===== src/design/tnc_pkg.sv =====
// Shared widths and command codes for the triangle normal and centroid block.
package tnc_pkg;

  localparam int CW    = 24;   // coordinate width inside the datapath
  localparam int IDXW  = 10;   // vertex index and corner fields
  localparam int TAGW  = 16;
  localparam int EW    = 26;   // multiplier operand width
  localparam int PW    = 2 * EW;
  localparam int CRW   = 51;   // cross product component
  localparam int SUMW  = 102;  // sum of squares, even width for the root
  localparam int ROOTW = SUMW / 2;
  localparam int NW    = 18;   // unit normal component, Q1.16
  localparam int QW    = 17;   // normal quotient magnitude
  localparam int CSW   = 26;   // centroid coordinate sum
  localparam int TDW   = 29;   // offset sum fed to the divide by three
  localparam int SPLIT = 25;   // low half of a magnitude for squaring

  localparam logic CMD_WRITE   = 1'b0;
  localparam logic CMD_COMPUTE = 1'b1;

endpackage


===== src/design/tnc_sqrt.sv =====
// Bit-serial integer square root, two radicand bits per cycle.
module tnc_sqrt
  import tnc_pkg::*;
(
  input  logic             clk,
  input  logic             rst,
  input  logic             start,
  input  logic [SUMW-1:0]  radicand,
  output logic             done,
  output logic [ROOTW-1:0] root
);
  localparam int RW = ROOTW + 3;

  logic [SUMW-1:0] sreg;
  logic [RW-1:0]   rem;
  logic [5:0]      cnt;
  logic            busy;
  logic [RW-1:0]   rem_sh;
  logic [RW-1:0]   trial;

  assign rem_sh = {rem[RW-3:0], sreg[SUMW-1 -: 2]};
  assign trial  = {1'b0, root, 2'b01};

  always_ff @(posedge clk) begin
    if (rst) begin
      busy <= 1'b0;
      done <= 1'b0;
    end else begin
      done <= 1'b0;
      if (start) begin
        busy <= 1'b1;
        sreg <= radicand;
        rem  <= '0;
        root <= '0;
        cnt  <= '0;
      end else if (busy) begin
        sreg <= sreg << 2;
        if (rem_sh >= trial) begin
          rem  <= rem_sh - trial;
          root <= {root[ROOTW-2:0], 1'b1};
        end else begin
          rem  <= rem_sh;
          root <= {root[ROOTW-2:0], 1'b0};
        end
        cnt <= cnt + 6'd1;
        if (cnt == 6'(ROOTW - 1)) begin
          busy <= 1'b0;
          done <= 1'b1;
        end
      end
    end
  end
endmodule


===== config.mk =====
export PLATFORM = sky130hd
export DESIGN_NAME = tnc_sqrt
export DESIGN_NICKNAME = d
export VERILOG_FILES = /design/src/design/tnc_pkg.sv /design/src/design/tnc_sqrt.sv
export SDC_FILE = /design/constraint.sdc
export NUM_CORES = 1
export LEC_CHECK = 0
export ABC_AREA = 1
export BUFFER_PORTS_ARGS = -buffer_cell sky130_fd_sc_hd__clkbuf_2
export CELL_PAD_IN_SITES_DETAIL_PLACEMENT = 1
export CELL_PAD_IN_SITES_GLOBAL_PLACEMENT = 1
export CORE_MARGIN = 4
export CORE_UTILIZATION = 47
export DETAILED_ROUTE_END_ITERATION = 10
export PLACE_DENSITY = 0.94
export SYNTH_ARGS = -nofsm -noshare
export SYNTH_HDL_FRONTEND = slang
export SYNTH_SLANG_ARGS = --single-unit

===== constraint.sdc =====
create_clock -name clk -period 32 [get_ports clk]
set_input_delay 1.6 -clock clk [delete_from_list [all_inputs] [get_ports clk]]
set_output_delay 1.6 -clock clk [all_outputs]
set_load 0.02 [all_outputs]

==> results_dict.tcl <==
set metrics [dict create \
    rows 62 \
    cts_buffers 24 \
    path_max_fanout 87 \
    areaGrowthSynthToFinish_pct 13.6 \
    p_per_area_nw_per_um2 54.1 \
    cts_num_sinks 213 \
    period_needed_ns 3.87 \
    fin_setup_tns_ns 0 \
    cts_tree "done" \
    synth_edf_count 211 \
    grt_first_pass_wirelength_mm 68.9 \
    path_clk_slew_ns 0.06 \
    ys_ff_latch 213 \
    async_flop_share_pct 0 \
    grt_use_total_pct 27.1 \
    clock_path_buffers 3 \
    synthesis.area_um2 13800 \
    portBuffers 156 \
    ys.flop_type "edfxtp_1" \
    hpwl_mm 32.0 \
    cap_viol_max_count 0 \
    critical_path_class "reg -> reg" \
    setup_viol 0 \
    synth.top_cell.area_share_pct 46.0 \
    syn_nets 2072 \
    syn_inst 1912 \
    grt_pass1_vias 13596 \
    crit_required_ns 32.29 \
    start_util_pct 47.8 \
    tightestPinTransition_ns 1.11 \
    drtIter0Drc 708 \
    rsz0062_at_grt "no" \
    htreeDepth 1 \
    place_congestion 0.982 \
    clock.fmax_ghz 0.258 \
    grt_overflow 0 \
    diodes 0 \
    leakage_nw 8.31 \
    antenna_found_initial 0 \
    ys_types 35 \
    ant_nets 0 \
    grt_max_degree 93 \
    postSynthAreaPerCell_um2 7.20 \
    final-hold-violation-count 0 \
    insertion_delay_ns 0.55 \
    finalMaxSlewViolations 0 \
    final_common_cell "nand2_1" \
    die_y_um 179 \
    holdWs_ns 0.520 \
    worstPathArrival_ns 4.16 \
    dieWidth_um 179 \
    drive_gt1_share_pct 11.6 \
    peakVddDrop_v 0.0000486 \
    core_area_um2 28800 \
    root_buffer "clkbuf_16" \
    postRouteWirelength_mm 42.9 \
    status "finished, final reports clean" \
    yosys.area.top_type "edfxtp_1" \
    layout_common_cells "nand2_1 (878), inv_1 (304), edfxtp_1 (211)" \
    wire_per_inst_um 17.5 \
    min_path_type "reg -> reg" \
    startpoint_type "flop" \
    max_slew_margin_pct 26.2 \
    die_area_um2 32100 \
    yosysSeqAreaShare_pct 46.3 \
    finalClockSkew_ns 0.00968 \
    num_vias 12500 \
    min_period_over_period_pct 12.1 \
    hold_buffers 0 \
    yosys-top-cells-area "edfxtp_1 (46%), nand2_1 (24%), inv_1 (8.3%)" \
    cts_setup_buffers 0 \
    pin_count 157 \
    final_net_count 2214 \
    yosys_warnings 0 \
    crit_path_end_kind "flop" \
    drc_errors 0 \
    cts-resized-gates 0 \
    via_per_inst 5.10 \
    dr.pass1.iters 4 \
]
## metal layers
metal / global-route usage, % / share of wire, % / up-vias
met5: 0 / 0 / -
met3: 4.51 / 5.0 / 108
met2: 48.8 / 50 / 334
met4: 9.77 / 4.0 / 0
li1: - / - / 6126
met1: 32.6 / 41 / 5932
## area by class of cell
cell class / instances / area (um2)
Fill cell: 3711 / 13100
Sequential cell: 213 / 6380
Multi-Input combinational cell: 1326 / 5950
Inverter: 327 / 1230
Timing Repair Buffer: 162 / 828
Clock buffer: 29 / 639
Tap cell: 384 / 480
Clock inverter: 12 / 139
## critical path, cell delays in order, from the launching register on
cell	delay [ns]
edfxtp_1	0.39
inv_1	0.10
ha_1	0.40
nand2_1	0.11
nand2_1	0.08
inv_2	0.05
nand2_1	0.13
nand2_1	0.10
nand2_1	0.12
nand2_1	0.10
nand3_2	0.18
nand3_2	0.14
nand3_4	0.79
nand2_4	0.62
nand2_1	0.10
nand2_1	0.09
inv_1	0.09
## path summary, 6_finish.rpt
path	from	to	slack [ns]	cells past startpoint
max	root[1]	rem[49]	28.13	16
min	sreg[35]	sreg[37]	0.52	2
max reg2reg	root[1]	rem[49]	28.13	16
min reg2reg	sreg[35]	sreg[37]	0.52	2
## per-stage QoR
stage / worst slack, ns / cell area (um2) / cells / utilization [%] / total power, W
floorplan: 19.07 / 13800 / 1912 / - / 0.000513
global placement: 27.69 / 14900 / 2412 / 51.7 / 0.000560
detailed placement: 27.61 / 14900 / 2412 / 51.7 / 0.000574
CTS: 28.14 / 15600 / 2453 / 54.4 / 0.000853
global route: 27.84 / 15600 / 2453 / 54.4 / 0.000895
finish: 28.13 / 15600 / 2453 / 54.4 / 0.000847
## cell usage after synthesis, types with 3 or more instances
master	number
nand2_1	878
inv_1	305
edfxtp_1	211
nor2_1	204
nand3_1	56
ha_1	55
a21oi_1	36
clkbuf_1	25
xnor2_1	24
inv_2	19
nand4_1	14
nor3_1	11
buf_1	10
nand3_2	8
nor2_2	7
buf_2	6
nand3b_1	6
o21ai_0	6
o21bai_1	5
buf_6	3
clkinv_1	3
## cells by family after synthesis
kind of cell	share of synthesized area, %
and+or+nand+nor	34.6
xor gates and xnor gates	1.65
DFF	46.3
adders and majority gates	5.00
AOI/OAI and AO/OA	1.92
buffers and inverters	10.5
## report_power, final
| part | total (W) | internal [W] | leakage (nW) | switching [W] |
|---|---|---|---|---|
| sequential | 0.000347 | 0.000337 | 2.07 | 0.0000109 |
| combinational | 0.000225 | 0.0000706 | 5.87 | 0.000154 |
| clock | 0.000275 | 0.000159 | 0.380 | 0.000116 |
| total | 0.000847 | 0.000566 | 8.31 | 0.000281 |
## state kept, by name, summed over array words and instances, names as in the netlist
name	flops
rem	52
busy	1
cnt	6
done	1
root	51
sreg	102
No activity file was read; power rests on OpenSTA's default activity.
