File: src/design/tnc_pkg.sv
// Shared widths and command codes for the triangle normal and centroid block.
package tnc_pkg;

  localparam int CW    = 24;   // coordinate width inside the datapath
  localparam int IDXW  = 10;   // vertex index and corner fields
  localparam int TAGW  = 16;
  localparam int EW    = 26;   // multiplier operand width
  localparam int PW    = 2 * EW;
  localparam int CRW   = 51;   // cross product component
  localparam int SUMW  = 102;  // sum of squares, even width for the root
  localparam int ROOTW = SUMW / 2;
  localparam int NW    = 18;   // unit normal component, Q1.16
  localparam int QW    = 17;   // normal quotient magnitude
  localparam int CSW   = 26;   // centroid coordinate sum
  localparam int TDW   = 29;   // offset sum fed to the divide by three
  localparam int SPLIT = 25;   // low half of a magnitude for squaring

  localparam logic CMD_WRITE   = 1'b0;
  localparam logic CMD_COMPUTE = 1'b1;

endpackage

File: src/design/tnc_third.sv
// Three-lane bit-serial divide by three with round to nearest, for the centroid.
module tnc_third
  import tnc_pkg::*;
(
  input  logic                  clk,
  input  logic                  rst,
  input  logic                  start,
  input  logic signed [CSW-1:0] sum [3],
  output logic                  busy,
  output logic signed [CW-1:0]  mean [3]
);
  // bias keeps sum+1 nonnegative; its quotient has no low bits set
  localparam logic [TDW-1:0] BIAS = TDW'(3) << (CSW);

  logic [TDW-1:0] u [3];
  logic [1:0]     rem [3];
  logic [CW-1:0]  q [3];
  logic [4:0]     cnt;
  logic [2:0]     rs [3];

  always_comb begin
    for (int k = 0; k < 3; k++) begin
      rs[k]   = {rem[k], u[k][TDW-1]};
      mean[k] = q[k];
    end
  end

  always_ff @(posedge clk) begin
    if (rst) begin
      busy <= 1'b0;
    end else if (start) begin
      busy <= 1'b1;
      cnt  <= '0;
      for (int k = 0; k < 3; k++) begin
        u[k]   <= TDW'(sum[k]) + TDW'(1) + BIAS;
        rem[k] <= '0;
      end
    end else if (busy) begin
      for (int k = 0; k < 3; k++) begin
        u[k] <= u[k] << 1;
        if (rs[k] >= 3'd3) begin
          rem[k] <= 2'(rs[k] - 3'd3);
          q[k]   <= {q[k][CW-2:0], 1'b1};
        end else begin
          rem[k] <= rs[k][1:0];
          q[k]   <= {q[k][CW-2:0], 1'b0};
        end
      end
      cnt <= cnt + 5'd1;
      if (cnt == 5'(TDW - 1)) begin
        busy <= 1'b0;
      end
    end
  end
endmodule

File: config.mk
export PLATFORM = sky130hd
export DESIGN_NAME = tnc_third
export DESIGN_NICKNAME = d
export VERILOG_FILES = /design/src/design/tnc_pkg.sv /design/src/design/tnc_third.sv
export SDC_FILE = /design/constraint.sdc
export NUM_CORES = 1
export LEC_CHECK = 0
export BUFFER_PORTS_ARGS = -buffer_cell sky130_fd_sc_hd__buf_2
export CAP_MARGIN = 20
export CORE_MARGIN = 2
export CORE_UTILIZATION = 50
export CTS_CLUSTER_DIAMETER = 120
export DETAILED_ROUTE_END_ITERATION = 8
export PLACE_DENSITY_LB_ADDON = 0.15
export SLEW_MARGIN = 30
export SYNTH_ARGS = -nofsm -noshare
export SYNTH_HDL_FRONTEND = slang
export SYNTH_SLANG_ARGS = --single-unit
File: constraint.sdc
create_clock -name clk -period 6.9 [get_ports clk]
set_input_delay 0 -clock clk [delete_from_list [all_inputs] [get_ports clk]]
set_output_delay 0 -clock clk [all_outputs]
set_load 0.01 [all_outputs]
==> impl_metrics.env <==
export IMPL_setup_tns_ns=0
export IMPL_drive_gt1_frac=0.240
export IMPL_clockBufferDepth=2
export IMPL_status="finished, final reports clean"
export IMPL_synth_nets=734
export IMPL_synth_seq_cells=171
export IMPL_antenna_found_initial=0
export IMPL_cts_resized=0
export IMPL_period_needed_ns=2.69
export IMPL_criticalPathCategory="reg2reg"
export IMPL_first_iter_violations=389
export IMPL_pin_count=154
export IMPL_clock_root_buffer="clkbuf_16"
export IMPL_viasPerCell=5.21
export IMPL_seq_power_share=0.499
export IMPL_power_density_nw_per_um2=250
export IMPL_syn_area_um2=7880
export IMPL_max_slew_margin=0.402
export IMPL_synth_edff_count=169
export IMPL_drtAntennaViolNets=0
export IMPL_async_flop_share=0
export IMPL_cts_hold_buf=28
export IMPL_irDropWorstVdd_uv=212
export IMPL_drt_pass1_iterations=5
export IMPL_route_detailed_drc=0
export IMPL_routedWlPerCell_um=14.2
export IMPL_critical_path_buf_inv_count=3
export IMPL_pwr_share_comb=0.073
export IMPL_dieArea_um2=16800
export IMPL_grt_pass1_vias=5136
export IMPL_endpoint_kind="register"
export IMPL_hp_class="in2reg"
export IMPL_avgSynthCellArea_um2=12.2
export IMPL_crit_required_ns=7.03
export IMPL_hold_viol_final=0
export IMPL_p_int_uw=1950
export IMPL_numClockSinks=171
export IMPL_crit_fanout=126
export IMPL_diodes=0
export IMPL_core_area_um2=15300
export IMPL_swShare=0.200
export IMPL_cp_cell_sequence="or3b_1, buf_4, inv_4, buf_6, o21ai_0"
export IMPL_crit_family="buffers and inverters"
export IMPL_critical_path_max_stage_delay_ns=0.63
export IMPL_worstPathArrival_ns=2.81
export IMPL_tightest_slew_ns=0.897
export IMPL_portBuffers=153
export IMPL_synthDistinctLibCells=43
export IMPL_cts_buffers=17
export IMPL_grt_util_all_layers=0.179
export IMPL_place_gp_congestion=0.832
export IMPL_worstSkewPairLatency_ns=0.41
export IMPL_p_clk_frac=0.428
export IMPL_power_switching_uw=487
export IMPL_hpwl_mm=10.1
export IMPL_fp_dieH_um=130
export IMPL_overflow=0
export IMPL_cts_tree="yes"
export IMPL_setup_violations=0
export IMPL_total_power_uw=2440
export IMPL_grt_max_degree=127
export IMPL_cts_clk_slew_worst_paths_ns=0.06
export IMPL_rows=45
export IMPL_grt_pass1_wl_mm=23.7
export IMPL_fmax_ghz=0.372
export IMPL_htree_levels=4
export IMPL_ys_flop_type="edfxtp_1"
export IMPL_synth_seq_area_share=0.650
export IMPL_die_w_um=130
export IMPL_nets=911
export IMPL_start_util=0.514
export IMPL_p_leak_uw=0.00347
export IMPL_critPathLaunchType="register"
export IMPL_area_delta_synth_final_pct=23.7
export IMPL_yosysWarnings=0
export IMPL_cts_setup_buffers=0
export IMPL_drv_slew=0
export IMPL_rsz0062_at_grt="no"
export IMPL_synthCells=645
export IMPL_wirelength_mm=14.9
export IMPL_slowest_stage="buf_6"
export IMPL_fin_skew_ns=0.00716
export IMPL_final_period_utilization=0.389
export IMPL_vias=5442
export IMPL_drv_cap=0
-- path summary, 6_finish.rpt --
path                  from       end  slack [ns]  depth (start not counted)
hold reg to reg   q[0][18]  q[0][19]        0.45                          0
hold / removal     sum[34]  u[0][37]        0.01                          3
setup / recovery      busy  u[0][23]        4.21                          5
setup reg to reg      busy  u[0][23]        4.21                          5
-- sequential cells by signal, indices dropped and copies added (netlist names) --
signal  flops
u          87
q          72
rem         6
busy        1
cnt         5
-- layout by cell type (no fill, tap or decap), types with 2 or more instances in the layout --
cell / synthesis / layout
xor2_1: 34 / 34
or3_1: 3 / 3
a21oi_1: 9 / 9
nand4_1: 16 / 16
o211a_1: 2 / 2
inv_1: 10 / 10
edfxtp_1: 169 / 169
ha_1: 8 / 8
a31oi_1: 2 / 2
clkbuf_1: 17 / 2
and4_1: 6 / 6
nor3_1: 15 / 15
buf_2: 6 / 153
buf_6: 0 / 2
nor4_1: 8 / 8
dlygate4sd3_1: 0 / 28
bufinv_16: 0 / 6
nor2b_1: 2 / 2
and3_1: 10 / 10
nor2_1: 38 / 37
or2_2: 3 / 3
nand3_2: 3 / 3
and2_1: 26 / 26
a211oi_1: 4 / 4
dfxtp_1: 2 / 2
o21ai_1: 3 / 3
nand2b_1: 4 / 4
o21ai_0: 59 / 59
nand2_1: 95 / 95
clkinvlp_4: 0 / 3
clkbuf_16: 0 / 17
clkinv_2: 0 / 2
xnor2_1: 41 / 41
nand3_1: 33 / 33
-- metrics by stage --
stage	worst slack, ns	hold slack, ns	std cells	area (um2)	utilization
finish	4.21	0.0147	1045	9740	0.636
global route	3.93	0.0176	1045	9740	0.636
CTS	4.23	0.00352	1045	9740	0.636
detailed placement	4.24	0.332	986	8810	0.575
global placement	4.06	0.329	986	8800	0.575
floorplan	2.26	0.136	645	7880	-
-- worst reg2reg max path, delay by kind of cell, from the launching register on --
kind | cells | cell delay (ns)
buffers and inverters | 3 | 1.33
AO/OA/AOI/OAI | 1 | 0.38
AND/OR/NAND/NOR | 1 | 0.35
flip-flops | 1 | 0.34
-- power groups by stage --
| stage | registers (uW) | logic (uW) | clock network, uW |
|---|---|---|---|
| after floorplan | 1240 | 86.6 | 0 |
| after global placement | 1240 | 158 | 0 |
| after detailed placement | 1240 | 165 | 0 |
| after CTS | 1220 | 178 | 1070 |
| after global routing | 1220 | 198 | 1100 |
| final | 1220 | 177 | 1040 |
-- routing by layer --
metal	GRT usage	vias up	part of all wire
li1	-	2696	-
met1	0.235	2572	0.45
met2	0.291	151	0.48
met3	0.0434	23	0.053
met4	0.0677	0	0.017
met5	0	-	0
-- cells by family after synthesis --
group / after synthesis / share of synthesized area
and+or+nand+nor: 270 / 0.173
DFF: 171 / 0.650
AOI/OAI and AO/OA: 84 / 0.0585
xor gates and xnor gates: 75 / 0.0834
buffers and inverters: 37 / 0.0224
adders and majority gates: 8 / 0.0127
-- final cells by class --
type                    instances  area [um2]
flip-flops and latches        171        5110
repair buffers                184        1080
inverters                      11        43.8
fillers                      1248        5570
well taps                     211         264
multi-input cells             437        2590
clock inverters                12         221
clock buffers                  19         433
-- cell usage after synthesis, types with 4 or more instances --
| master | count | area [um2] |
|---|---|---|
| nor2_1 | 38 | 143 |
| nand2_1 | 95 | 357 |
| nand4_1 | 16 | 100 |
| and2_1 | 26 | 163 |
| nand3_1 | 33 | 165 |
| buf_2 | 6 | 30.0 |
| nor4_1 | 8 | 50.1 |
| a21oi_1 | 9 | 45.0 |
| edfxtp_1 | 169 | 5070 |
| o21ai_0 | 59 | 295 |
| inv_1 | 10 | 37.5 |
| nand2b_1 | 4 | 25.0 |
| xor2_1 | 34 | 298 |
| and4_1 | 6 | 52.6 |
| nor3_1 | 15 | 75.1 |
| a211oi_1 | 4 | 30.0 |
| clkbuf_1 | 17 | 63.8 |
| and3_1 | 10 | 62.6 |
| ha_1 | 8 | 100 |
| xnor2_1 | 41 | 359 |
No activity file was read; power rests on OpenSTA's default activity.
