==> config.mk <==
export PLATFORM = sky130hd
export DESIGN_NAME = tnc_div
export DESIGN_NICKNAME = d
export VERILOG_FILES = /design/src/design/tnc_pkg.sv /design/src/design/tnc_div.sv
export SDC_FILE = /design/constraint.sdc
export NUM_CORES = 1
export LEC_CHECK = 0
export BUFFER_PORTS_ARGS = -buffer_cell sky130_fd_sc_hd__buf_2
export CAP_MARGIN = 20
export CORE_MARGIN = 5
export CORE_UTILIZATION = 40
export DETAILED_ROUTE_END_ITERATION = 10
export PLACE_DENSITY = 0.67
export SYNTH_ARGS = -nofsm -noshare
export SYNTH_HDL_FRONTEND = slang
export SYNTH_SLANG_ARGS = --single-unit
==> constraint.sdc <==
create_clock -name clk -period 6.6 [get_ports clk]
set_clock_uncertainty 0.2 [all_clocks]
set_input_delay 0.66 -clock clk [delete_from_list [all_inputs] [get_ports clk]]
set_output_delay 0.66 -clock clk [all_outputs]
set_load 0.05 [all_outputs]
==> src/design/tnc_pkg.sv <==
// Shared widths and command codes for the triangle normal and centroid block.
package tnc_pkg;

  localparam int CW    = 24;   // coordinate width inside the datapath
  localparam int IDXW  = 10;   // vertex index and corner fields
  localparam int TAGW  = 16;
  localparam int EW    = 26;   // multiplier operand width
  localparam int PW    = 2 * EW;
  localparam int CRW   = 51;   // cross product component
  localparam int SUMW  = 102;  // sum of squares, even width for the root
  localparam int ROOTW = SUMW / 2;
  localparam int NW    = 18;   // unit normal component, Q1.16
  localparam int QW    = 17;   // normal quotient magnitude
  localparam int CSW   = 26;   // centroid coordinate sum
  localparam int TDW   = 29;   // offset sum fed to the divide by three
  localparam int SPLIT = 25;   // low half of a magnitude for squaring

  localparam logic CMD_WRITE   = 1'b0;
  localparam logic CMD_COMPUTE = 1'b1;

endpackage

==> src/design/tnc_div.sv <==
// Three-lane restoring divider: component * 2^16 / magnitude, one quotient bit a cycle.
module tnc_div
  import tnc_pkg::*;
(
  input  logic                  clk,
  input  logic                  rst,
  input  logic                  start,
  input  logic signed [CRW-1:0] comp [3],
  input  logic [ROOTW-1:0]      mag,
  output logic                  done,
  output logic signed [NW-1:0]  normal [3]
);
  localparam int DRW = ROOTW + 2;

  logic [DRW-1:0] r [3];
  logic [QW-1:0]  q [3];
  logic           neg [3];
  logic [ROOTW-1:0] m;
  logic [4:0]     cnt;
  logic           busy;
  logic [DRW-1:0] rr [3];

  always_comb begin
    for (int k = 0; k < 3; k++) begin
      rr[k] = (cnt == 5'd0) ? r[k] : {r[k][DRW-2:0], 1'b0};
      normal[k] = neg[k] ? -NW'(q[k]) : NW'(q[k]);
    end
  end

  always_ff @(posedge clk) begin
    if (rst) begin
      busy <= 1'b0;
      done <= 1'b0;
    end else begin
      done <= 1'b0;
      if (start) begin
        busy <= 1'b1;
        cnt  <= '0;
        m    <= mag;
        for (int k = 0; k < 3; k++) begin
          neg[k] <= comp[k][CRW-1];
          r[k]   <= DRW'(comp[k][CRW-1] ? -comp[k] : comp[k]);
          q[k]   <= '0;
        end
      end else if (busy) begin
        for (int k = 0; k < 3; k++) begin
          if (rr[k] >= DRW'(m)) begin
            r[k] <= rr[k] - DRW'(m);
            q[k] <= {q[k][QW-2:0], 1'b1};
          end else begin
            r[k] <= rr[k];
            q[k] <= {q[k][QW-2:0], 1'b0};
          end
        end
        cnt <= cnt + 5'd1;
        if (cnt == 5'(QW - 1)) begin
          busy <= 1'b0;
          done <= 1'b1;
        end
      end
    end
  end
endmodule

==> key figures, run 1 <==
Synth
  • Post-synthesis adder-cell area fraction: 0.0777
  • Mux cell area share after synthesis: 0.0141
  • XOR/XNOR share of the synthesized area: 0.110
  • Sequential area share after synthesis: 0.304
  • Synth Area in Compound Gates: 0.229
  • YS warnings: 0
  • Post-Syn Instances: 3413
  • Post-Synth Simple-Gate Area: 0.223
  • Main flop type after synthesis: edfxtp_1
  • Synthesis-stage register bit count: 271
  • EDFF count, synth: 268
  • Total nets after synthesis: 3784
  • Async S/R FF share, synth: 0
  • Main combinational cell family by area after synthesis: compound AO/OA/AOI/OAI gates
  • Syn Area/Cell: 7.83 um^2
  • Syn Std Cell Area: ~27000 um^2
  • Netlist cell types: 75

Clock network
  • Cts bufs inserted: 37
  • Post-cts sizing count: 0
  • Clock-pin transition on the worst setup and hold timing paths: about 0.06 ns
  • H-Tree Depth: 2
  • Clk_lat worst skew: 0.56 ns
  • Bufs on Longest Clock Path: 3
  • CTS tree: built
  • Cts hold-fix bufs: 0
  • CTS sink cnt: ~270
  • CTS Root Cell: clkbuf_16
  • # Post-CTS Setup Buffers: 0

Drt
  • Metal-1 WL: 37.0 mm
  • Post-route ant nets: 0
  • DRT Pass-1 Iters: 6
  • Via-per-instance ratio: between 5 and 6
  • Uppermost layer routed: met5
  • Routed WL per cell: roughly 19 um
  • WL met2: 38.5 mm
  • Starting DRC count in detailed routing: between 1500 and 2000
  • Final WL: ~85 mm
  • Met3 wire length: 5.60 mm
  • Via count: 25200
  • # DRC: 0

Timing
  • Final setup TNS: 0 ns
  • Final Slew Violations: 0
  • Crit path time final: 5.92 ns
  • Final period utilization: 0.897
  • Rel. slew slack: 0.328
  • # setup viols final: 0
  • Final hold viol count: 0
  • Max Fclk: 169 MHz
  • Pin slew with the least headroom to its limit: 1.01 ns
  • RSZ-0062 raised after global routing: false

Critical path
  • Crit path max fanout: 26
  • R2R cell count: 20
  • Slowest cell on crit path: o21ai_0
  • FF-to-FF setup slack: 0.68 ns
  • Critical path class: reg -> reg
  • Crit end category: flip-flop
  • CP peak stage delay: roughly 0.7 ns
  • Critical path required time: 6.65 ns
  • Crit start category: flip-flop
  • Crit path max-delay family: compound AO/OA/AOI/OAI gates
  • Buf/Inv on CP: 3
  • Worst path cell trace: inv_1 -> ha_1 -> nand2_1 -> nor2_4 -> buf_4 -> nand2_1 -> nand2_1 -> ha_1 -> o21a_1 -> o21ai_0 -> a21oi_1 -> o21ai_0 -> o21ai_0 -> a31oi_1 -> o221ai_1 -> nand2_2 -> buf_4 -> a311oi_1 -> xor2_1 -> nor2_1
  • Critical Path AT: 5.97 ns
  • FF-to-FF End: r[2][51]
  • Critical R2R Launch: cnt[0]

Place
  • Gp weighted congestion: 0.945
  • HPWL Detailed: 65.5 mm
  • I/O Buffers: 261

Floorplanning
  • Die X: roughly 270 um
  • Core Footprint: 66000 um^2
  • Row count: 94
  • Starting Density: 0.405
  • Die area: between 70000 and 80000 um^2
  • Die Span Y: 268 um
  • IO Pins: 262

Run status
  • Status: finished clean

Power and ir drop
  • Pwr Density: 226 nW/um^2
  • Maximum vdd drop: 0.000138 V
  • Total power: 6.72 mW
  • Leakage power: 12.6 nW

GRT
  • Initial antenna violation count: 8
  • Remaining Overflow, GRT: 0
  • Total track usage: 0.224
  • Largest net degree at the start of global routing: 170
  • First-pass GRT wire length: between 100 and 150 mm
  • Vias in the first global route: about 23000

Cells and area
  • Area of the multi-input gates: ~18000 um^2
  • Fill cells: about 6600
  • Final design utilization: 0.451
  • Nets: 3911
  • FF/Latch Area: 8110 um^2
  • Share of cells above drive strength 1: 0.108
  • Synth-to-layout area growth: 11.5%

Flow run
  • Max-Cap Viols: 0

Worst hold path
  • Worst Hold Class: in -> reg
  • Hold Crit Depth: 1
  • Min-delay src: mag[3]
  • Hold endpoint: m[3]
placed cells by master (no fill, tap or decap), drive strengths merged, types with 21 or more instances in the layout:
master / instances
buf: 285
a31oi: 25
o31ai: 67
and3: 21
clkbuf: 46
or3: 25
a21o: 102
nand4: 53
edfxtp: 268
ha: 161
mux2i: 32
nand2: 763
inv: 104
nand2b: 21
a211oi: 47
nor3: 35
and2: 51
nor2: 210
a21oi: 286
nand3: 51
o41ai: 35
or4: 34
o21bai: 41
xnor2: 208
xor2: 128
o21ai: 239
per-layer routing:
metal / track usage / vias up
li1: - / 12500
met1: 0.299 / 11700
met2: 0.366 / 794
met3: 0.0356 / 150
met4: 0.0852 / 2
met5: 0 / -
stage by stage:
step / worst slack [ns] / cell area, um^2 / instances / hold WS, ns
finish: 0.681 / 29800 / 4436 / 0.0768
global route: 0.357 / 29800 / 4432 / 0.0523
CTS: 0.822 / 29800 / 4430 / 0.0519
detailed placement: 0.866 / 28700 / 4365 / 0.343
global placement: 0.917 / 28700 / 4365 / 0.345
floorplan: 1.44 / 26700 / 3413 / 0.297
area by class of cell:
type / count / area share
Tap cell: 864 / 0.0363
Clock inverter: 19 / 0.00504
Multi-Input combinational cell: 2842 / 0.588
Timing Repair Buffer: 285 / 0.0529
Inverter: 103 / 0.0130
Antenna cell: 6 / 0.000504
Sequential cell: 271 / 0.272
Clock buffer: 46 / 0.0322
worst max path at each step:
| stage | start | to | slack [ns] | cells after the start |
|---|---|---|---|---|
| finish | cnt[0] | r[2][51] | 0.68 | 20 |
| global route | cnt[0] | r[2][51] | 0.36 | 20 |
| CTS | cnt[0] | r[2][51] | 0.82 | 20 |
| detailed placement | cnt[0] | r[1][52] | 0.87 | 20 |
| global placement | cnt[0] | r[1][43] | 0.92 | 22 |
| floorplan | cnt[0] | r[1][52] | 1.44 | 22 |
Yosys cell counts, types with 14 or more instances:
cell type	number	area [um^2]
nor2b_1	20	125
ha_1	161	2010
o21ai_0	237	1190
xnor2_1	208	1820
a31oi_1	25	156
nand4_1	53	332
or3_1	23	144
o211ai_1	16	120
and3_1	21	131
o41ai_1	33	289
nand2b_1	21	131
nor2_1	210	788
o21a_1	17	128
nand2_1	762	2860
nor4_1	20	125
clkbuf_1	176	661
a21o_1	102	766
o31ai_1	66	495
edfxtp_1	268	8050
inv_1	103	387
and2_1	50	313
mux2i_1	32	320
nor3_1	34	170
or4_1	28	210
xor2_1	128	1120
a211oi_1	47	353
o21bai_1	41	308
nand3_1	51	255
or2_2	14	87.6
a21oi_1	286	1430
worst reg2reg max path, stage by stage (launching register included):
cell      delay [ns]
edfxtp_1        0.43
inv_1           0.08
ha_1            0.16
nand2_1         0.10
nor2_4          0.54
buf_4           0.40
nand2_1         0.09
nand2_1         0.08
ha_1            0.20
o21a_1          0.17
o21ai_0         0.11
a21oi_1         0.22
o21ai_0         0.24
o21ai_0         0.70
a31oi_1         0.35
o221ai_1        0.53
nand2_2         0.14
buf_4           0.24
a311oi_1        0.40
xor2_1          0.19
nor2_1          0.05
sequential cells by signal, indices dropped and copies added (netlist names):
| register | flops |
|---|---|
| cnt | 5 |
| m | 51 |
| q | 51 |
| busy | 1 |
| r | 159 |
| neg | 3 |
| done | 1 |
cell families (layout without fill, tap and decap cells):
| kind of cell | after synthesis | count (layout) |
|---|---|---|
| AND/OR/NAND/NOR | 1336 | 1336 |
| buffers and inverters | 300 | 453 |
| AO/OA/AOI/OAI | 969 | 969 |
| flip-flops | 271 | 271 |
| adder cells (fa/ha/maj) | 164 | 164 |
| multiplexers | 37 | 37 |
| other | 0 | 6 |
| XOR/XNOR | 336 | 336 |
report_power, final:
part           leakage (nW)  switching (mW)  internal (mW)
Combinational          9.43            1.69          0.989
Clock                 0.542           0.806           1.11
Sequential             2.59          0.0721           2.06
Total                  12.6            2.56           4.16
No activity file was read; power rests on OpenSTA's default activity.
==> inputs of run 2 (changes only) <==
- CORE_UTILIZATION: 40 -> 43
- PLACE_DENSITY: 0.67 -> 0.7
==> key figures, run 2 (synthesis results as in run 1) <==
Drt
  • Via-per-instance ratio: 5.75 (+1.1%)
  • Via count: 25300 (+0.54%)
  • Routed WL per cell: 19.3 um (+1.0%)
  • # DRC: 0 (unchanged)
  • Starting DRC count in detailed routing: 2149 (+11%)
  • DRT Pass-1 Iters: 8 (+2)
  • Post-route ant nets: 0 (unchanged)
  • Final WL: 85.1 mm (+0.46%)

Clock network
  • CTS Root Cell: clkbuf_16
  • Cts hold-fix bufs: 0 (unchanged)
  • Clock-pin transition on the worst setup and hold timing paths: 0.06 ns (about the same)
  • Bufs on Longest Clock Path: 3 (unchanged)
  • CTS sink cnt: 271 (unchanged)
  • Post-cts sizing count: 0 (unchanged)
  • H-Tree Depth: 2 (unchanged)
  • Clk_lat worst skew: 0.56 ns (about the same)
  • Cts bufs inserted: 36 (-2.7%)
  • # Post-CTS Setup Buffers: 0 (unchanged)
  • CTS tree: built

Flow run
  • Max-Cap Viols: 0 (unchanged)

Critical path
  • Crit end category: flip-flop
  • Critical path class: reg -> reg
  • Crit path max-delay family: compound AO/OA/AOI/OAI gates
  • Critical path required time: 6.67 ns (+0.02 ns)
  • CP peak stage delay: 0.68 ns (-0.02 ns)
  • Critical R2R Launch: cnt[0]
  • Worst Setup SP: cnt[0]
  • Crit start category: flip-flop
  • Worst path cell trace: inv_1 -> ha_1 -> nand2_1 -> or2_4 -> nand2_1 -> nand2_1 -> ha_1 -> nor2b_1 -> o21a_1 -> o21ai_0 -> a21oi_1 -> o21ai_0 -> o21ai_0 -> a31oi_1 -> o221ai_1 -> nand2_2 -> buf_4 -> nor3_1 -> a211oi_1 -> a21oi_1
  • Crit path max fanout: 69 (+170%)
  • Critical Path AT: 6.08 ns (+0.11 ns)
  • Slowest cell on crit path: or2_4
  • Buf/Inv on CP: 2 (-1)

Power and ir drop
  • Pwr Density: 227 nW/um^2 (+0.67%)
  • Total power: 6.77 mW (+0.75%)
  • Leakage power: 12.6 nW (+0.38%)
  • Maximum vdd drop: 0.000140 V (+1.4%)

Timing
  • Rel. slew slack: 0.290 (-0.0381)
  • Final period utilization: 0.911 (+0.0136)
  • RSZ-0062 raised after global routing: false
  • Max Fclk: 166 MHz (-1.5%)
  • Final Slew Violations: 0 (unchanged)
  • Final setup TNS: 0 ns (unchanged)
  • Final hold viol count: 0 (unchanged)
  • Pin slew with the least headroom to its limit: 1.07 ns (+0.0571 ns)
  • # setup viols final: 0 (unchanged)
  • Crit path time final: 6.01 ns (+0.0900 ns)

Floorplanning
  • Row count: 91 (-3.2%)
  • IO Pins: 262 (unchanged)
  • Core Footprint: 61600 um^2 (-6.6%)
  • Die X: 259 um (-3.4%)
  • Die Span Y: 259 um (-3.4%)
  • Die area: 67200 um^2 (-6.7%)
  • Starting Density: 0.434 (+0.0288)

GRT
  • GRT met3 Usage: 0.0376 (+0.00203)
  • Largest net degree at the start of global routing: 170 (unchanged)
  • First-pass GRT wire length: 129 mm (about the same)
  • Vias in the first global route: 23300 (+0.42%)
  • Remaining Overflow, GRT: 0 (unchanged)
  • Routing usage on met1: 0.319 (+0.0195)
  • Total track usage: 0.238 (+0.0146)
  • Global routing's busiest layer: met2
  • Initial antenna violation count: 4 (-4)
  • GRT met2 Usage: 0.394 (+0.0287)

Cells and area
  • Post-route cell area: 29800 um^2 (about the same)
  • Top reg by flops: r
  • Commonest non-fill, non-tap cell in the layout: nand2_1
  • Most frequent cells in the layout: 761 x nand2_1, 286 x a21oi_1, 268 x edfxtp_1
  • Largest regs: r x159, m x51, q x51
  • Fill cells: 6184 (-7.0%)
  • Share of cells above drive strength 1: 0.110 (+0.00209)
  • Final design utilization: 0.484 (+0.0325)
  • Nets: 3916 (+0.13%)
  • Synth-to-layout area growth: 11.6% (about the same)
  • Number of flip-flops in the largest register: 159 (unchanged)

Place
  • Gp weighted congestion: 0.987 (+4.4%)
  • Dpl cell area: 28600 um^2 (about the same)
  • HPWL Detailed: 65.5 mm (about the same)
  • I/O Buffers: 261 (unchanged)

Run status
  • Status: finished clean

Worst hold path
  • Min-delay src: mag[45]
  • Worst Hold Class: in -> reg
==> run 2: layer usage <==
metal | routed length, um | vias up
met4 | 3120 | 0
met3 | 5380 | 145
met1 | 37300 | 11800
met2 | 39400 | 848
met5 | 0 | -
li1 | - | 12500
==> run 2: final timing paths <==
| path | cells past startpoint | slack, ns | endpoint |
|---|---|---|---|
| setup / recovery | 20 | 0.59 | r[2][14] |
| hold / removal | 1 | 0.08 | m[45] |
| setup reg to reg | 20 | 0.59 | r[2][14] |
| hold reg to reg | 2 | 0.35 | q[2][0] |
==> run 2: final cells by class <==
class	count	area (um^2)	area share
clock buffer	45	956	0.0321
tap	837	1050	0.0351
timing repair buffer	291	1610	0.0542
sequential	271	8110	0.272
clock inverter	19	179	0.00600
inverter	103	387	0.0130
multi-input combinational	2842	17500	0.587
antenna	3	7.51	0.000252
==> run 2: power by group <==
group	switching, mW	internal (mW)	total [mW]	leakage (nW)
Sequential	0.0725	2.06	2.13	2.59
Clock	0.803	1.15	1.95	0.560
Combinational	1.70	0.991	2.69	9.46
Total	2.57	4.20	6.77	12.6
==> run 2: worst register-to-register path, cell delays in order, from the launching register on <==
cell      delay (ns)
edfxtp_1        0.41
inv_1           0.06
ha_1            0.21
nand2_1         0.12
or2_4           0.68
nand2_1         0.14
nand2_1         0.16
ha_1            0.25
nor2b_1         0.13
o21a_1          0.17
o21ai_0         0.23
a21oi_1         0.14
o21ai_0         0.47
o21ai_0         0.43
a31oi_1         0.49
o221ai_1        0.41
nand2_2         0.20
buf_4           0.38
nor3_1          0.14
a211oi_1        0.25
a21oi_1         0.07
==> run 2: stage by stage <==
| step | worst slack, ns | hold WS (ns) | instances |
|---|---|---|---|
| after global routing | 0.0205 | 0.0534 | 4411 |
| after CTS | 0.698 | 0.0504 | 4407 |
| final | 0.591 | 0.0777 | 4411 |
| after floorplan | 1.44 | 0.297 | 3413 |
| after detailed placement | 0.743 | 0.349 | 4343 |
| after global placement | 0.971 | 0.356 | 4343 |
